===== config.mk =====
export PLATFORM = sky130hd
export DESIGN_NAME = chr_cell
export DESIGN_NICKNAME = d
export VERILOG_FILES = /design/src/rtl/chr_pkg.sv /design/src/rtl/chr_cell.sv
export SDC_FILE = /design/constraint.sdc
export NUM_CORES = 1
export LEC_CHECK = 0
export BUFFER_PORTS_ARGS = -buffer_cell sky130_fd_sc_hd__buf_4
export CORE_ASPECT_RATIO = 0.75
export CORE_MARGIN = 1.5
export CORE_UTILIZATION = 34
export DETAILED_ROUTE_END_ITERATION = 10
export PLACE_DENSITY = 0.63
export SYNTH_ARGS = -nofsm -noshare
export SYNTH_HDL_FRONTEND = slang
export SYNTH_SLANG_ARGS = --single-unit

===== constraint.sdc =====
create_clock -name clk_i -period 3.6 [get_ports clk_i]
set_input_delay 0.54 -clock clk_i [delete_from_list [all_inputs] [get_ports clk_i]]
set_output_delay 0.54 -clock clk_i [all_outputs]
set_load 0.01 [all_outputs]

===== src/rtl/chr_pkg.sv =====
package chr_pkg;

  // ring geometry
  localparam int RING_ENTRIES = 64;
  localparam int MAX_SERVERS  = 8;
  localparam int POS_W        = 32;
  localparam int SRV_W        = 3;
  localparam int OP_W         = 2;
  localparam int STAT_W       = 2;
  localparam int CNT_W        = $clog2(RING_ENTRIES + 1);

  // reduction tree: groups of cells ORed in the first stage
  localparam int RED_GRP  = 8;
  localparam int RED_NGRP = (RING_ENTRIES + RED_GRP - 1) / RED_GRP;

  // stream widths, rounded up to whole bytes
  localparam int IN_DATA_W  = ((POS_W + SRV_W + 7) / 8) * 8;
  localparam int OUT_DATA_W = ((SRV_W + POS_W + 7) / 8) * 8;

  typedef enum logic [OP_W-1:0] {
    OP_LOOKUP = 2'd0,
    OP_INSERT = 2'd1,
    OP_REMOVE = 2'd2
  } chr_op_e;

  typedef enum logic [STAT_W-1:0] {
    ST_OK    = 2'd0,
    ST_EMPTY = 2'd1,
    ST_FULL  = 2'd2
  } chr_status_e;

  // action the cells take in the apply cycle
  typedef enum logic [1:0] {
    ACT_NONE,
    ACT_INS,
    ACT_REM,
    ACT_OVR
  } chr_act_e;

  typedef enum logic [1:0] {
    S_IDLE,
    S_CMP,
    S_RED,
    S_APPLY
  } chr_state_e;

  // broadcast to every cell
  typedef struct packed {
    logic                 cmp_en;
    chr_act_e             act;
    logic [POS_W-1:0]     key;
    logic [SRV_W-1:0]     srv;
  } chr_ctl_t;

  // per-cell compare result against the key
  typedef struct packed {
    logic lt;
    logic gt;
    logic eq;
  } chr_flag_t;

endpackage


===== src/rtl/chr_cell.sv =====
module chr_cell (
  input  logic                      clk_i,
  input  chr_pkg::chr_ctl_t         ctl_i,
  input  logic                      valid_i,
  input  logic                      prev_lt_i,
  input  logic [chr_pkg::POS_W-1:0] prev_pos_i,
  input  logic [chr_pkg::SRV_W-1:0] prev_own_i,
  input  logic [chr_pkg::POS_W-1:0] next_pos_i,
  input  logic [chr_pkg::SRV_W-1:0] next_own_i,
  output logic [chr_pkg::POS_W-1:0] pos_o,
  output logic [chr_pkg::SRV_W-1:0] own_o,
  output chr_pkg::chr_flag_t        flag_o
);

  logic [chr_pkg::POS_W-1:0] pos_q, pos_d;
  logic [chr_pkg::SRV_W-1:0] own_q, own_d;
  chr_pkg::chr_flag_t        flag_q, flag_d;

  // compare the stored position with the key
  always_comb begin
    flag_d = flag_q;
    if (ctl_i.cmp_en) begin
      flag_d.lt = valid_i && (pos_q < ctl_i.key);
      flag_d.gt = valid_i && (pos_q > ctl_i.key);
      flag_d.eq = valid_i && (pos_q == ctl_i.key);
    end
  end

  // shift toward the tail on insert, toward the head on remove; overwrite the owner on an equal key
  always_comb begin
    pos_d = pos_q;
    own_d = own_q;
    case (ctl_i.act)
      chr_pkg::ACT_INS: begin
        if (!flag_q.lt) begin
          if (!prev_lt_i) begin
            pos_d = prev_pos_i;
            own_d = prev_own_i;
          end
          if (prev_lt_i || !valid_i && !flag_q.lt && prev_lt_i) begin
            pos_d = ctl_i.key;
            own_d = ctl_i.srv;
          end
        end
      end
      chr_pkg::ACT_REM: begin
        if (!flag_q.lt) begin
          pos_d = next_pos_i;
          own_d = next_own_i;
        end
      end
      chr_pkg::ACT_OVR: begin
        if (flag_q.eq) begin
          own_d = ctl_i.srv;
        end
      end
      default: begin
      end
    endcase
  end

  always_ff @(posedge clk_i) begin
    pos_q  <= pos_d;
    own_q  <= own_d;
    flag_q <= flag_d;
  end

  assign pos_o  = pos_q;
  assign own_o  = own_q;
  assign flag_o = flag_q;

endmodule


### Word-level counts from Yosys, hierarchy flattened

Index checks and enable logic that the tools add are counted.

| storage, ports and cells | value |
|---|---|
| flip-flop bits (word level) | 38 |
| bits of input ports | 111 |
| output and inout port bits | 38 |
| logic and storage cells | 38 |

| cells by class | value |
|---|---|
| $lt $le $gt $ge | 2 |
| equality and inequality tests | 8 |
| muxes and demuxes | 11 |
| reduce and logical (&&, ||, !) cells | 12 |

Operator list:

| cell | count |
|---|---|
| 2-to-1 mux 32 bit | 4 |
| one-hot mux 32 bit (2 select lines) | 1 |
| equality test 32 bit | 1 |
| > comparator 32 bit | 1 |
| < comparator 32 bit | 1 |
| 2-to-1 mux 3 bit | 5 |
| one-hot mux 3 bit (3 select lines) | 1 |
| inequality test 2 bit, second input constant | 3 |
| logical AND 1 bit | 5 |
| AND reduction 5 bit | 1 |
| equality test 2 bit, second input constant | 2 |
| AND reduction 4 bit | 1 |
| inequality test 3 bit, second input constant | 1 |
| nonzero test 3 bit | 1 |
| equality test 2 x 1 -> 1 bit, second input constant | 1 |
| zero test 1 bit | 2 |
| nonzero test 2 bit | 1 |
| logical OR 1 bit | 1 |

### Longest topological paths before layout

| logic depth | value |
|---|---|
| word-level depth | 7 |
| depth in mapped cells | 7 |

### Least setup slack after synthesis

No wires, ideal clock.

| path | value |
|---|---|
| path type | input-to-reg |
| start | input ctl_i[35] (netlist bit) |
| end | register own_q, in the netlist own_o[0], enable pin |
| library setup time | 303 ps |
| arrival time | 2569 ps |
| data required time | 3297 ps |
| path slack | 728 ps |
| cell stages on the path | 4 |
| path buffers | 1 |
| path through | clkbuf_1 -> xnor2_1 -> nor2_1 -> a31o_2 |

| between the ends | value |
|---|---|
| word-level cells in the longest chain between the ends | 3 |
| elaborated cells on any way between the ends | 9 |

RTL lines:

| element | line | source |
|---|---|---|
| start: declaration | chr_cell.sv:3 | `input chr_pkg::chr_ctl_t ctl_i,` |
| equality test 2 x 1 -> 1 bit or equality test 2 bit (tied branches) | chr_cell.sv:33 | `case (ctl_i.act)` |
| inequality test 3 bit (no line), or another cell as far along | -- |  |
| AND reduction 5 bit (no line) (*) | -- |  |
| end signal: assignment | chr_cell.sv:64 | `own_q <= own_d;` |
| end: declaration | chr_cell.sv:16 | `logic [chr_pkg::SRV_W-1:0] own_q, own_d;` |

Every way passes the cells marked *; elsewhere a longest branch is shown, timed or not.
A chain may end at the register's enable or synchronous reset.

### Final worst setup path

| path | value |
|---|---|
| start | register pos_q, in the netlist pos_o[13] |
| end | register flag_q, in the netlist flag_o[2], data pin |

| between the ends | value |
|---|---|
| word-level cells in the longest chain between the ends | 2 |

RTL lines:

| element | line | source |
|---|---|---|
| start: declaration | chr_cell.sv:15 | `logic [chr_pkg::POS_W-1:0] pos_q, pos_d;` |
| start signal: assignment | chr_cell.sv:63 | `pos_q <= pos_d;` |
| < comparator 32 bit | chr_cell.sv:23 | `flag_d.lt = valid_i && (pos_q < ctl_i.key);` |
| logical AND 1 bit | chr_cell.sv:23 |  |
| end signal: assignment | chr_cell.sv:65 | `flag_q <= flag_d;` |
| end: declaration | chr_cell.sv:17 | `chr_pkg::chr_flag_t flag_q, flag_d;` |

Every way passes these cells.

==> impl_metrics.yaml <==
synthesis:
  synth_area_mm2: 0.002784
  yosysSeqAreaShare_pct: 40.99
  synth_fp_nets: 423
  syn_inst: 280
  ys_types: 29
  avgSynthCellArea_um2: 9.943
  synth-seq-cells: 38
  ys_warn_count: 0
setup_path:
  rr_worst_depth: 6
  setup.worst_path.end: "flag_o[2]"
  critPathLaunch: "pos_o[13]"
  r2r-start: "pos_o[13]"
  crit_required_ns: 3.65
  path_max_fanout: 3
  crit_path_top_delay_cell: "edfxtp_1"
  crit_cells: 6
  path_cells: "ha_1 > nand4_2 > nor4_2 > a21boi_2 > o31ai_2 > and3_1"
  start_kind: "flop"
  critPathArrivalTime_ns: 2.05
  cp_slowest_stage_delay_ns: 0.41
  reg2reg_to: "flag_o[2]"
  cp_top_family: "simple AND/OR/NAND/NOR gates"
  path_class: "flop to flop"
  worstSetupEndpointType: "flop"
  worst-path-buf-inv: 0
  rrSetupSlack_ns: 1.61
timing:
  setup_tns_ns: 0
  rsz0062_at_grt: "false"
  finalHoldViolCount: 0
  fin_worst_skew_ns: 0.004351
  slew_violations: 0
  post-route-min-period_ns: 1.995
  fmax_mhz: 501.3
  worst_slew_pin_slew_ns: 0.6975
  setup_violations: 0
  slew_headroom_pct: 53.40
  min_period_over_period_pct: 55.42
layout:
  synthToLayoutAreaGrowth_pct: 47.46
  final_nets: 567
  fillers: 747
  drive_gt1_share_pct: 39.76
  fin_area_mm2: 0.004105
  antenna_cells: 0
min_path:
  hold_class: "input port to flop"
  hold_depth: 1
placement:
  portBuffers: 148
  placed_area_mm2: 0.003996
  gp_congestion: 0.8113
  place_hpwl_um: 6070
power:
  leakage_nw: 2.010
  power_frac_clock_pct: 28.0
  p_seq_share_pct: 43.0
  power.total_w: 0.001302
  power_density_mw_per_mm2: 317.2
  netSwitchingPower_w: 0.0003586
  combPwrFrac_pct: 29.0
  switching_share_pct: 27.54
  p_int_w: 0.0009436
  peakVddDrop_mv: 0.1809
clock_network:
  cts_hold_buffers: 0
  cts_resized: 0
  root_buffer: "clkbuf_8"
  clkSlewWorstSetupHoldPaths_ns: 0.08
  cts_buffer_depth: 2
  cts_tree: "done"
  insertion_delay_ns: 0.29
  post_cts_buffers: 0
  cts.sinks: 38
  h-tree-depth: 2
  cts_buffers: 5
detailed_routing:
  routed_via_density: 4.779
  wl_um: 7512
  wl_per_cell_um: 14.17
  first_pass_iters: 4
  ant_nets: 0
  post-route-drc-count: 0
  first_iter_violations: 68
  vias: 2533
outcome:
  status: "completed"
global_routing:
  track_usage_pct: 17.19
  grt_max_degree: 39
  antenna_found_initial: 0
  grt_pass1_vias: 2480
  grt_pass1_wl_um: 11680
  grt-ovfl-total: 0
flow_run:
  max-cap-violations: 0
floorplan:
  start_util_pct: 35.16
  die_h_um: 81.37
  die_width_um: 107.5
  die-area_mm2: 0.008746
  io_pins: 149
  core_area_mm2: 0.007918
  rows: 28
## layout make-up
type / instances / area (um2) / area share [%]
multi-input combinational: 196 / 1474 / 35.90
sequential: 38 / 1141 / 27.80
timing repair buffer: 150 / 1126 / 27.43
tap: 105 / 131.4 / 3.200
inverter: 33 / 123.9 / 3.017
clock buffer: 5 / 68.82 / 1.676
clock inverter: 3 / 40.04 / 0.9753
## Yosys cell counts, drive strengths merged
cell type / instances / area, um2
and3: 1 / 6.260
a31o: 1 / 8.760
o31ai: 1 / 12.51
o21ai: 35 / 175.2
a211oi: 4 / 35.03
edfxtp: 38 / 1141
inv: 33 / 123.9
and4: 1 / 8.760
a21oi: 17 / 85.08
nor3: 1 / 5.000
ha: 32 / 400.4
mux2i: 35 / 350.3
nand2: 39 / 146.4
nor4: 2 / 33.78
xnor2: 1 / 8.760
nand4: 7 / 62.56
nand3: 4 / 20.02
buf: 9 / 45.04
a21o: 2 / 15.01
a221o: 2 / 20.02
nor2: 4 / 15.01
clkbuf: 4 / 15.01
o211ai: 1 / 7.510
nor2b: 5 / 31.28
a21boi: 1 / 11.26
## stage by stage
step / instances / util, % / worst slack (ns) / hold slack (ns)
floorplan: 280 / - / 0.7278 / 0.6525
global placement: 522 / 50.47 / 1.392 / 0.6630
detailed placement: 522 / 50.47 / 1.356 / 0.6553
CTS: 530 / 51.85 / 1.591 / 0.4588
global route: 530 / 51.85 / 1.504 / 0.4546
finish: 530 / 51.85 / 1.605 / 0.4667
## logic make-up (layout without fill, tap and decap cells)
kind of cell               after synthesis  in the layout  share of synthesized area, %
muxes                                   35             35                         12.58
buffers and inverters                   46            191                         6.607
and+or+nand+nor                         64             64                         11.82
DFF                                     38             38                         40.99
AOI/OAI and AO/OA                       64             64                         13.30
xor gates and xnor gates                 1              1                        0.3147
adders and majority gates               32             32                         14.38
## metal layers
| metal | global-route usage (%) | vias up | wire length [um] |
|---|---|---|---|
| met1 | 21.32 | 1138 | 3317 |
| met5 | 0 | - | 0 |
| met4 | 5.132 | 0 | 119 |
| met3 | 4.254 | 11 | 497 |
| li1 | - | 1292 | - |
| met2 | 29.81 | 92 | 3578 |
## power by group through the flow
stage / clock network [W] / registers (W) / logic [W]
6_report: 0.000364 / 0.000560 / 0.000378
5_1_grt: 0.000394 / 0.000565 / 0.000420
4_1_cts: 0.000376 / 0.000561 / 0.000385
3_5_place_dp: 0 / 0.000571 / 0.000383
3_3_place_gp: 0 / 0.000569 / 0.000377
2_1_floorplan: 0 / 0.000586 / 0.000165
## worst min path at each step
stage,startpoint,endpoint,slack (ns)
3_5_place_dp,flag_o[0],own_o[1],0.66
5_1_grt,ctl_i[37],flag_o[2],0.45
4_1_cts,ctl_i[37],flag_o[2],0.46
3_3_place_gp,flag_o[0],own_o[1],0.66
2_1_floorplan,ctl_i[37],flag_o[0],0.65
6_report,ctl_i[37],flag_o[0],0.47
## registers in the layout, summed over array words and instances, names as in the netlist
name,cells
flag_o,3
pos_o,32
own_o,3
## cells in the final DEF (no fill, tap or decap), drive strengths merged, types with 5 or more instances in the layout
cell type | Yosys | layout
buf | 9 | 150
nand2 | 39 | 39
edfxtp | 38 | 38
mux2i | 35 | 35
o21ai | 35 | 35
inv | 33 | 33
ha | 32 | 32
a21oi | 17 | 17
nand4 | 7 | 7
clkbuf | 4 | 5
nor2b | 5 | 5
Power figures use the tool's default switching activity.
